$ cat src/hdl/content_length_deframer_top_macros.svh
// Assertion macros for the deframer.
`ifndef CONTENT_LENGTH_DEFRAMER_TOP_MACROS_SVH
`define CONTENT_LENGTH_DEFRAMER_TOP_MACROS_SVH

// Same-cycle implication, clocked on i_clk, off during reset.
`define CLD_ASSERT_NOW(label, ante, cons, msg) \
    label: assert property (@(posedge i_clk) disable iff (!i_rst_n) (ante) |-> (cons)) \
        else $error(msg);

// Next-cycle implication, clocked on i_clk, off during reset.
`define CLD_ASSERT_NEXT(label, ante, cons, msg) \
    label: assert property (@(posedge i_clk) disable iff (!i_rst_n) (ante) |=> (cons)) \
        else $error(msg);

`endif

$ cat src/hdl/cld_pkg.sv
`default_nettype none

package cld_pkg;

    typedef struct packed {
        logic [7:0] in_byte;
        logic       end_of_input;
    } t_in_item;

    typedef struct packed {
        logic [7:0] out_byte;
        logic [2:0] status;
        logic       last_of_message;
    } t_out_item;

    typedef enum logic [1:0] {
        PH_HEADER,
        PH_BODY,
        PH_HALT
    } t_phase;

    typedef enum logic [2:0] {
        MODE_PREFIX,
        MODE_SPACE,
        MODE_SIGN,
        MODE_DIGITS,
        MODE_DONE,
        MODE_IGNORE
    } t_mode;

    localparam logic [2:0] ST_BODY_BYTE   = 3'd0;
    localparam logic [2:0] ST_EMPTY_MSG   = 3'd1;
    localparam logic [2:0] ST_NO_LENGTH   = 3'd2;
    localparam logic [2:0] ST_END_HEADER  = 3'd3;
    localparam logic [2:0] ST_END_BODY    = 3'd4;
    localparam logic [2:0] ST_CLEAN_END   = 3'd5;

    localparam logic [7:0] CHAR_CR    = 8'h0D;
    localparam logic [7:0] CHAR_LF    = 8'h0A;
    localparam logic [7:0] CHAR_PLUS  = 8'h2B;
    localparam logic [7:0] CHAR_MINUS = 8'h2D;

    localparam int unsigned KEY_LEN = 15;

    // "content-length:" in lower case
    localparam logic [7:0] KEY_TEXT [KEY_LEN] = '{
        8'h63, 8'h6F, 8'h6E, 8'h74, 8'h65, 8'h6E, 8'h74, 8'h2D,
        8'h6C, 8'h65, 8'h6E, 8'h67, 8'h74, 8'h68, 8'h3A
    };

    function automatic logic is_space(input logic [7:0] c);
        return (c == 8'h20) || (c >= 8'h09 && c <= 8'h0D);
    endfunction

    function automatic logic is_digit(input logic [7:0] c);
        return (c >= 8'h30) && (c <= 8'h39);
    endfunction

    function automatic logic [7:0] to_lower(input logic [7:0] c);
        return (c >= 8'h41 && c <= 8'h5A) ? (c + 8'd32) : c;
    endfunction

    // Effect of a held-back CR that turned out to be a plain line byte.
    function automatic t_mode mode_after_cr(input t_mode m);
        t_mode r;
        r = m;
        case (m)
            MODE_PREFIX: r = MODE_IGNORE;
            MODE_SIGN:   r = MODE_IGNORE;
            MODE_DIGITS: r = MODE_DONE;
            default:     r = m;
        endcase
        return r;
    endfunction

endpackage

`default_nettype wire

$ cat src/hdl/content_length_deframer_top.sv
// content_length_deframer_top: one stream byte per request in, body bytes and status out.
// The input register holds the accepted byte and feeds the result register (o_data).
// 1 byte per cycle when not stalled; header scan and body count step once per byte.
// A byte that yields no result still takes its slot; o_valid stays low for it.
// Reset (i_rst_n low, synchronous): header phase, all scan state cleared, both
// pipeline registers empty. No clearing pass.
`default_nettype none
`include "content_length_deframer_top_macros.svh"

module content_length_deframer_top #(
    parameter int unsigned LENGTH_BITS = 32
) (
    input  wire logic               i_clk,
    input  wire logic               i_rst_n,
    input  wire logic               i_valid,
    output logic                    o_ready,
    input  wire cld_pkg::t_in_item  i_data,
    output logic                    o_valid,
    input  wire logic               i_ready,
    output cld_pkg::t_out_item      o_data
);
    import cld_pkg::*;

    localparam int unsigned LB = LENGTH_BITS;
    localparam int unsigned WB = LENGTH_BITS + 4;   // room for acc*10 + digit

    // ------------------------------------------------------------------
    // Pipeline control
    // ------------------------------------------------------------------
    logic      r_in_valid;
    t_in_item  r_in;
    logic      r_out_valid;
    t_out_item r_out;

    logic advance;  // result register can take a new value
    logic consume;  // the held input byte is consumed this cycle

    assign advance = !r_out_valid || i_ready;
    assign consume = advance && r_in_valid;
    assign o_ready = !r_in_valid || advance;
    assign o_valid = r_out_valid;
    assign o_data  = r_out;

    // ------------------------------------------------------------------
    // Frame state
    // ------------------------------------------------------------------
    t_phase          r_phase, n_phase;
    logic [2:0]      r_term, n_term;        // progress through CR LF CR LF
    logic [3:0]      r_pos, n_pos;          // position in key prefix
    t_mode           r_mode, n_mode;
    logic            r_pend, n_pend;        // CR held back, waiting for LF
    logic [LB-1:0]   r_acc, n_acc;
    logic            r_digits, n_digits;
    logic            r_neg, n_neg;
    logic            r_over, n_over;
    logic            r_found, n_found;
    logic [LB-1:0]   r_flen, n_flen;
    logic            r_nonempty, n_nonempty;
    logic [LB-1:0]   r_rem, n_rem;

    // ------------------------------------------------------------------
    // Header scan: one header byte against the line state
    // ------------------------------------------------------------------
    logic [7:0]    c;
    logic          feed_en;
    logic          close_en;
    t_mode         feed_mode;
    logic          add_en;
    logic [WB-1:0] acc_wide;
    logic          close_ok;
    logic          hdr_done;
    logic [2:0]    s_term;
    logic          s_pend;
    t_mode         s_mode;
    logic [3:0]    s_pos;
    logic [LB-1:0] s_acc;
    logic          s_digits, s_neg, s_over;
    logic          s_found;
    logic [LB-1:0] s_flen;

    assign c = r_in.in_byte;

    // acc*10 + digit as two shifts and adds
    assign acc_wide = (WB'(r_acc) << 3) + (WB'(r_acc) << 1) + WB'(c[3:0]);

    assign close_ok = !r_found && (r_mode == MODE_DIGITS || r_mode == MODE_DONE)
                      && r_digits && !r_over && (!r_neg || r_acc == '0);

    always_comb begin
        feed_en   = 1'b0;
        close_en  = 1'b0;
        feed_mode = r_mode;
        s_pend    = r_pend;
        if (r_pend) begin
            s_pend = 1'b0;
            if (c == CHAR_LF) begin
                close_en = 1'b1;
            end else begin
                // the held CR becomes an ordinary line byte
                feed_mode = mode_after_cr(r_mode);
                if (c == CHAR_CR) begin
                    s_pend = 1'b1;
                end else begin
                    feed_en = 1'b1;
                end
            end
        end else if (c == CHAR_CR) begin
            s_pend = 1'b1;
        end else begin
            feed_en = 1'b1;
        end
    end

    // line byte against the current mode
    always_comb begin
        s_mode   = feed_mode;
        s_pos    = r_pos;
        s_neg    = r_neg;
        add_en   = 1'b0;
        if (feed_en) begin
            case (feed_mode)
                MODE_PREFIX: begin
                    if (to_lower(c) != KEY_TEXT[r_pos] || r_pos >= 4'(KEY_LEN)) begin
                        s_mode = MODE_IGNORE;
                    end else begin
                        s_pos = r_pos + 4'd1;
                        if (r_pos == 4'(KEY_LEN - 1)) begin
                            s_mode = MODE_SPACE;
                        end
                    end
                end
                MODE_SPACE: begin
                    if (is_space(c)) begin
                        s_mode = MODE_SPACE;
                    end else if (c == CHAR_PLUS || c == CHAR_MINUS) begin
                        s_neg  = r_neg || (c == CHAR_MINUS);
                        s_mode = MODE_SIGN;
                    end else if (is_digit(c)) begin
                        add_en = 1'b1;
                        s_mode = MODE_DIGITS;
                    end else begin
                        s_mode = MODE_IGNORE;
                    end
                end
                MODE_SIGN: begin
                    if (is_digit(c)) begin
                        add_en = 1'b1;
                        s_mode = MODE_DIGITS;
                    end else begin
                        s_mode = MODE_IGNORE;
                    end
                end
                MODE_DIGITS: begin
                    if (is_digit(c)) begin
                        add_en = 1'b1;
                    end else begin
                        s_mode = MODE_DONE;
                    end
                end
                default: s_mode = feed_mode;
            endcase
        end
    end

    // digit accumulate with overflow latch, line close, terminator tracking
    always_comb begin
        s_acc    = r_acc;
        s_digits = r_digits;
        s_over   = r_over;
        s_found  = r_found;
        s_flen   = r_flen;
        if (add_en) begin
            s_digits = 1'b1;
            if (!r_over) begin
                if (acc_wide[WB-1:LB] != '0) begin
                    s_over = 1'b1;
                end else begin
                    s_acc = acc_wide[LB-1:0];
                end
            end
        end
        if (close_en && close_ok) begin
            s_found = 1'b1;
            s_flen  = r_acc;
        end

        // terminator: CR LF CR LF, even index wants CR, odd wants LF
        if (c == (r_term[0] ? CHAR_LF : CHAR_CR)) begin
            s_term = r_term + 3'd1;
        end else begin
            s_term = (c == CHAR_CR) ? 3'd1 : 3'd0;
        end
        hdr_done = s_term[2];
    end

    // ------------------------------------------------------------------
    // Next state
    // ------------------------------------------------------------------
    always_comb begin
        n_phase    = r_phase;
        n_term     = r_term;
        n_pos      = r_pos;
        n_mode     = r_mode;
        n_pend     = r_pend;
        n_acc      = r_acc;
        n_digits   = r_digits;
        n_neg      = r_neg;
        n_over     = r_over;
        n_found    = r_found;
        n_flen     = r_flen;
        n_nonempty = r_nonempty;
        n_rem      = r_rem;
        unique case (r_phase)
            PH_HEADER: begin
                if (r_in.end_of_input) begin
                    n_phase = PH_HALT;
                end else if (hdr_done) begin
                    // header finished: scan state starts clean for the next header
                    n_term     = '0;
                    n_pos      = '0;
                    n_mode     = MODE_PREFIX;
                    n_pend     = 1'b0;
                    n_acc      = '0;
                    n_digits   = 1'b0;
                    n_neg      = 1'b0;
                    n_over     = 1'b0;
                    n_found    = 1'b0;
                    n_flen     = '0;
                    n_nonempty = 1'b0;
                    if (!s_found) begin
                        n_phase = PH_HALT;
                    end else if (s_flen != '0) begin
                        n_phase = PH_BODY;
                        n_rem   = s_flen;
                    end
                end else begin
                    n_term     = s_term;
                    n_pend     = s_pend;
                    n_nonempty = 1'b1;
                    if (close_en) begin
                        n_pos    = '0;
                        n_mode   = MODE_PREFIX;
                        n_acc    = '0;
                        n_digits = 1'b0;
                        n_neg    = 1'b0;
                        n_over   = 1'b0;
                        n_found  = s_found;
                        n_flen   = s_flen;
                    end else begin
                        n_pos    = s_pos;
                        n_mode   = s_mode;
                        n_acc    = s_acc;
                        n_digits = s_digits;
                        n_neg    = s_neg;
                        n_over   = s_over;
                    end
                end
            end
            PH_BODY: begin
                if (r_in.end_of_input) begin
                    n_phase = PH_HALT;
                end else if (r_rem[LB-1:1] == '0) begin
                    n_phase = PH_HEADER;
                    n_rem   = '0;
                end else begin
                    n_rem = r_rem - LB'(1);
                end
            end
            default: n_phase = PH_HALT;
        endcase
    end

    // ------------------------------------------------------------------
    // Result for the byte being consumed
    // ------------------------------------------------------------------
    logic      res_valid;
    t_out_item res;

    always_comb begin
        res_valid           = 1'b0;
        res.out_byte        = '0;
        res.status          = ST_BODY_BYTE;
        res.last_of_message = 1'b0;
        unique case (r_phase)
            PH_HEADER: begin
                if (r_in.end_of_input) begin
                    res_valid  = 1'b1;
                    res.status = r_nonempty ? ST_END_HEADER : ST_CLEAN_END;
                end else if (hdr_done) begin
                    if (!s_found) begin
                        res_valid  = 1'b1;
                        res.status = ST_NO_LENGTH;
                    end else if (s_flen == '0) begin
                        res_valid           = 1'b1;
                        res.status          = ST_EMPTY_MSG;
                        res.last_of_message = 1'b1;
                    end
                end
            end
            PH_BODY: begin
                res_valid = 1'b1;
                if (r_in.end_of_input) begin
                    res.status = ST_END_BODY;
                end else begin
                    res.out_byte        = c;
                    res.last_of_message = (r_rem[LB-1:1] == '0);
                end
            end
            default: res_valid = 1'b0;
        endcase
    end

    // ------------------------------------------------------------------
    // Registers
    // ------------------------------------------------------------------
    always_ff @(posedge i_clk) begin
        if (o_ready) begin
            r_in <= i_data;
        end
        if (advance) begin
            r_out <= res;
        end
    end

    always_ff @(posedge i_clk) begin
        if (!i_rst_n) begin
            r_in_valid  <= 1'b0;
            r_out_valid <= 1'b0;
            r_phase     <= PH_HEADER;
            r_term      <= '0;
            r_pos       <= '0;
            r_mode      <= MODE_PREFIX;
            r_pend      <= 1'b0;
            r_acc       <= '0;
            r_digits    <= 1'b0;
            r_neg       <= 1'b0;
            r_over      <= 1'b0;
            r_found     <= 1'b0;
            r_flen      <= '0;
            r_nonempty  <= 1'b0;
            r_rem       <= '0;
        end else begin
            if (o_ready) begin
                r_in_valid <= i_valid;
            end
            if (advance) begin
                r_out_valid <= consume && res_valid;
            end
            if (consume) begin
                r_phase    <= n_phase;
                r_term     <= n_term;
                r_pos      <= n_pos;
                r_mode     <= n_mode;
                r_pend     <= n_pend;
                r_acc      <= n_acc;
                r_digits   <= n_digits;
                r_neg      <= n_neg;
                r_over     <= n_over;
                r_found    <= n_found;
                r_flen     <= n_flen;
                r_nonempty <= n_nonempty;
                r_rem      <= n_rem;
            end
        end
    end

    // ------------------------------------------------------------------
    // Assertions
    // ------------------------------------------------------------------
    `CLD_ASSERT_NEXT(a_halt_sticks, r_phase == PH_HALT, r_phase == PH_HALT, "left halt")
    `CLD_ASSERT_NOW(a_body_count, r_phase == PH_BODY, r_rem != '0, "body with zero count")
    `CLD_ASSERT_NOW(a_status_byte, o_valid && o_data.status != ST_BODY_BYTE,
        o_data.out_byte == 8'd0, "nonzero byte on status result")

endmodule

`default_nettype wire

$ cat config.mk
export PLATFORM = sky130hd
export DESIGN_NAME = content_length_deframer_top
export DESIGN_NICKNAME = d
export VERILOG_FILES = /design/src/hdl/cld_pkg.sv /design/src/hdl/content_length_deframer_top.sv
export VERILOG_INCLUDE_DIRS = /design/src /design/src/hdl
export SDC_FILE = /design/constraint.sdc
export NUM_CORES = 1
export LEC_CHECK = 0
export ABC_AREA = 1
export BUFFER_PORTS_ARGS = -buffer_cell sky130_fd_sc_hd__buf_4
export CAP_MARGIN = 15
export CORE_ASPECT_RATIO = 1.25
export CORE_MARGIN = 2
export CORE_UTILIZATION = 60
export DETAILED_ROUTE_END_ITERATION = 10
export HOLD_SLACK_MARGIN = 0.1
export PLACE_DENSITY = 0.88
export SYNTH_ARGS = -nofsm -noshare
export SYNTH_HDL_FRONTEND = slang
export SYNTH_SLANG_ARGS = --single-unit
$ cat constraint.sdc
create_clock -name i_clk -period 7.5 [get_ports i_clk]
set_input_delay 0.75 -clock i_clk [delete_from_list [all_inputs] [get_ports i_clk]]
set_output_delay 0.75 -clock i_clk [all_outputs]
set_load 0.005 [all_outputs]
-- Word-level counts from Yosys, hierarchy flattened
Memories as Yosys holds them, arrays and structs flattened.
Cells that the tools add are included.
- mux-type cells: 94
- add/sub/neg operators: 6
- magnitude comparators: 8
- equal/unequal tests: 27
- reductions and logical operators: 49
- bitwise gates (word level): 3
- operators with widths (kind ; count):
    $mux W32 ; 14
    $logic_not A32 Y1 ; 2
    $pmux W32 S2 ; 1
    $mux W3 ; 16
    $mux W1 ; 39
    $add A35 B33 Y36 ; 1
    $add A36 B4 Y36 ; 1
    $reduce_bool A32 Y1 ; 1
    $sub A32 B1 Y32 const B ; 1
    $logic_not A31 Y1 ; 1
    $eq A8 B6 Y1 const B ; 3
    $mux W4 ; 6
    $mux W8 ; 3
    $mux W2 ; 9
    $eq A8 B4 Y1 const B ; 2
    $ne A3 B3 Y1 const B ; 5
    $reduce_bool A3 Y1 ; 5
    $reduce_and A7 Y1 ; 2
    $eq A3 B2 Y1 const B ; 4
    $pmux W3 S4 ; 1
    $reduce_and A4 Y1 ; 3
    $reduce_and A6 Y1 ; 2
    $logic_and A1 B1 Y1 ; 10
    $ne A2 B2 Y1 const B ; 5
    33 further kinds ; 50
- memory bits (read-only): 128
- register bits after elaboration: 137
- output and inout bits: 14
- bits of input ports: 13
- memories: 1
- word-level logic and storage cells: 208
- memory list (memory ; depth ; width ; rd ports ; clocked after Yosys merged registers in ; write ports ; line ; text):
    (name not given) ; 16 ; 8 ; 1 ; 0 ; 0 ; content_length_deframer_top.sv:123 ; if (to_lower(c) != KEY_TEXT[r_pos] || r_pos >= 4'(KEY_LEN)) begin

-- Depth between registers and ports, before layout
- word-level depth: 15
- gate-level depth with buffers: 23

-- Worst setup path before layout
Ideal clock, no wire load.
- path kind: register to register
- start: register r_in, in the netlist c[3]
- end: register r_acc[10]
- stages on the path, launching flop included: 21
- period minus slack after synthesis: 3306 ps
- path buffers: 1
- arrival time: 3194 ps
- slack: 4194 ps
- library setup time: 112 ps
- path through: edfxtp_1 -> inv_1 -> fa_1 -> fa_1 -> o21ai_1 -> nand2_1 -> nand3_1 -> nand2_1 -> nand2_1 -> nand2_1 -> nand2_1 -> nand3_1 -> nand3_1 -> nand2_1 -> nor2_1 -> nand3_1 -> nand2_1 -> inv_2 -> buf_2 -> nor2_1 -> nor2_1
- cells in the longest elaborated chain, start to end: 9
- elaborated cells on any way between the ends: 42
- those cells by class: add/sub (1); order compare (4); eq/ne (11); mux (18); reduce/logical (8)
- ends and longest elaborated chain (item ; line ; text):
    start: declaration ; content_length_deframer_top.sv:31 ; t_in_item r_in;
    start signal: assignment ; content_length_deframer_top.sv:318 ; r_in <= i_data;
    $ge A8 B6 Y1 (tied with other cells) ; cld_pkg.sv:56 ; return (c >= 8'h30) && (c <= 8'h39);
    $logic_and A1 B1 Y1 / $mux W3 (equally long branches) ; cld_pkg.sv:56, content_length_deframer_top.sv:96 ;
    $mux W1 / $mux W3 (equally long branches) ; -- ;
    $mux W1 / $eq A3 B2 Y1 (equally long branches) ; content_length_deframer_top.sv:135, content_length_deframer_top.sv:121 ;
    $mux W1 / $reduce_or A2 Y1 (equally long branches) ; -- ;
    $pmux W1 S2 ; content_length_deframer_top.sv:121 ; case (feed_mode)
    $mux W1 ; content_length_deframer_top.sv:120 ; if (feed_en) begin
    $reduce_bool A3 Y1 (no source line) ; -- ;
    $reduce_and A6 Y1 (no source line) ; -- ;
    end signal: assignment ; content_length_deframer_top.sv:355 ; r_acc <= n_acc;
    end: declaration ; content_length_deframer_top.sv:52 ; logic [LB-1:0] r_acc, n_acc;
Parallel ways exist; a longest one is shown, timed or not. The select of a mux whose other input is x is not followed.
A chain may end at the register's enable or synchronous reset.

-- Worst setup path in the final report
- start: register r_in, in the netlist c[3]
- end: register r_acc[21]
Same word-level chain as after synthesis.

==> results.yml <==
critical_path:
  cp-start-kind: "register"
  crit_type: "register to register"
  worstPathRequired_ps: 7820
  cp_max_fo: 30
  cp_data_arrival_time_ps: 5170
  r2r_cells: 19
  end_kind: "register"
global_route:
  overflow: 0
  track_usage: 0.310
  grt_pass1_wl_mm: 44.5
  grt_max_degree: 50
  grt_pass1_vias: 9322
  antenna_found_initial: 0
timing:
  tightest_slew_ps: 1100
  hold_viol_final: 0
  fin_crit_sh: 0.646
  finalClockSkew_ps: 9.23
  max_clock_freq_mhz: 206
  setup_viol: 0
  relSlewSlack: 0.262
  slew_viol_final: 0
  rsz0062_at_grt: "no"
  fin_ws_ps: 2650
  tns_ps: 0
  period_needed_ps: 4850
final_layout:
  final_cell_mix: "312 x nand2_1, 220 x nor2_1, 164 x inv_1"
  diodes: 0
  drive_above_1_share: 0.0709
  fillers: 1414
  synthToLayoutAreaGrowth_pct: 8.82
  final_nets: 1570
  final_common_cell: "nand2_1"
yosys:
  ys_types: 47
  synth_top_area_share: 0.235
  yosys.area.top_type: "dfxtp_1"
  yosysSeqAreaShare: 0.300
  synth_cells: 1484
  synth_nets: 1571
  syn-cell-area_sq_mm: 0.00979
  syn_area_per_cell_sq_um: 6.60
  yosys_warnings: 0
  synth_area_leaders: "dfxtp_1 24%, nand2_1 12%, ha_1 9.2%"
  synth-main-ff-cell: "dfxtp_1"
  synth-edff-count: 21
  synth-seq-cells: 136
  synth-async-reset-ratio: 0
clock_network:
  cts_tree: "built"
  clock-root-buffer: "clkbuf_16"
  cts_buffers: 17
  cts_resized: 0
  cts_hold_buffers: 0
  clk_pin_slew_worst_paths_ps: 60
  htree_levels: 4
  clkSinkCount: 136
  post_cts_buffers: 0
  clk_latency_ps: 420
  clk_path_buf_depth: 2
pwr:
  p_int_uw: 1310
  power_frac_comb: 0.046
  powerDensity_mw_per_mm2: 159
  leakagePower_uw: 0.00515
  p_sw_uw: 392
  p_sw_frac: 0.231
  sequentialPowerShare: 0.446
  clockPowerShare: 0.507
  peakVddDrop_mv: 0.149
floorplanning:
  start_util: 0.609
  io-pin-count: 27
  fp-row-count: 52
  fp.dieH_um: 147
  fp.coreArea_sq_mm: 0.0161
  die_w_um: 118
  dieArea_sq_mm: 0.0174
detailed_routing:
  dr_total_vias: 10000
  drc: 0
  wire_per_inst_um: 15.7
  viasPerCell: 5.86
  wirelength_mm: 26.9
  drt_first_iter_violations: 1239
  dr.pass1.iters: 6
  drtAntennaViolNets: 0
worst_hold_path:
  holdPathStages: 2
  hold_path.class: "register to register"
placed_design:
  port-buffer-count: 26
  hpwlAfterDp_mm: 19.7
  gp_congestion: 0.987
  dp_slack_ps: 2790
run:
  max-cap-violations: 0
outcome:
  status: "completed"
[final timing paths]
path	start	endpoint	slack (ps)
min	r_flen[10]$_SDFFE_PN0P_	r_flen[10]$_SDFFE_PN0P_	470
max	c[3]$_DFFE_PP_	r_acc[21]$_SDFFE_PN0P_	2650
max reg2reg	c[3]$_DFFE_PP_	r_acc[21]$_SDFFE_PN0P_	2650
min reg2reg	r_flen[10]$_SDFFE_PN0P_	r_flen[10]$_SDFFE_PN0P_	470
[cell families after synthesis]
group	after synthesis	synth area share
simple gates	734	0.318
compound gates	287	0.166
buf+inv	221	0.0923
flops	136	0.300
fa+ha+maj	74	0.0961
xor+xnor	32	0.0286
[layer usage]
layer	wire length, um	up-vias	track usage
li1	-	4956	-
met1	11200	4565	0.388
met2	13000	427	0.531
met3	1650	90	0.0489
met4	1070	0	0.130
met5	0	-	0
[Yosys cell counts, drive strengths merged, types with 2 or more instances]
| library cell | number |
|---|---|
| nand4 | 17 |
| clkbuf | 30 |
| clkinv | 2 |
| o21ai | 79 |
| inv | 168 |
| dfxtp | 115 |
| o21a | 2 |
| o22ai | 61 |
| or2 | 5 |
| nor2 | 227 |
| nand3 | 133 |
| a31oi | 5 |
| o21bai | 2 |
| nand3b | 3 |
| nor3 | 17 |
| a21boi | 2 |
| a21oi | 120 |
| xnor2 | 11 |
| edfxtp | 21 |
| ha | 72 |
| nand2 | 328 |
| a221oi | 4 |
| buf | 21 |
| nor4 | 4 |
| xor2 | 21 |
| fa | 2 |
| o221ai | 2 |
| o211ai | 4 |
[worst max-delay path, cell delays in order (launching register included)]
cell	delay, ps
edfxtp_1	470
inv_1	170
fa_1	620
inv_1	60
ha_1	280
nand2_1	60
nor2_1	140
a21oi_1	110
o21ai_0	400
nand2_1	90
nand2_1	140
nand2_1	90
nand3_1	70
nand2_1	50
nor2_1	210
nand3_1	830
nand2_1	460
inv_2	260
nor2_1	180
nor2_1	50
[state kept, by name (all words and copies together) (netlist names), 2 cells and up]
register / count
c: 8
o_data: 12
r_acc: 32
r_flen: 32
r_mode: 3
r_phase: 2
r_pos: 4
r_rem: 32
r_term: 2
[through the flow]
step,utilization,hold WS [ps],total power [uW],instances,area (sq um)
after floorplan,-,429,823,1484,9790
after global placement,0.625,439,849,1680,10000
after detailed placement,0.625,455,850,1680,10000
after CTS,0.663,470,1700,1712,10700
after global routing,0.663,481,1740,1712,10700
final,0.663,471,1700,1712,10700
[power by group through the flow]
stage | clock network, uW | registers, uW | logic, uW
finish | 862 | 758 | 78.6
global route | 892 | 759 | 86.4
CTS | 862 | 758 | 77.3
detailed placement | 0 | 774 | 76.2
global placement | 0 | 773 | 75.1
floorplan | 0 | 772 | 51.3
[final cells by class]
| type | count | area (sq um) | share of cell area |
|---|---|---|---|
| Clock buffer | 20 | 479 | 0.0450 |
| Multi-Input combinational cell | 1127 | 5960 | 0.560 |
| Tap cell | 216 | 270 | 0.0254 |
| Inverter | 170 | 638 | 0.0599 |
| Sequential cell | 136 | 2930 | 0.275 |
| Clock inverter | 12 | 138 | 0.0129 |
| Timing Repair Buffer | 31 | 233 | 0.0218 |
Note: power is estimated with default switching activity, not from simulation.
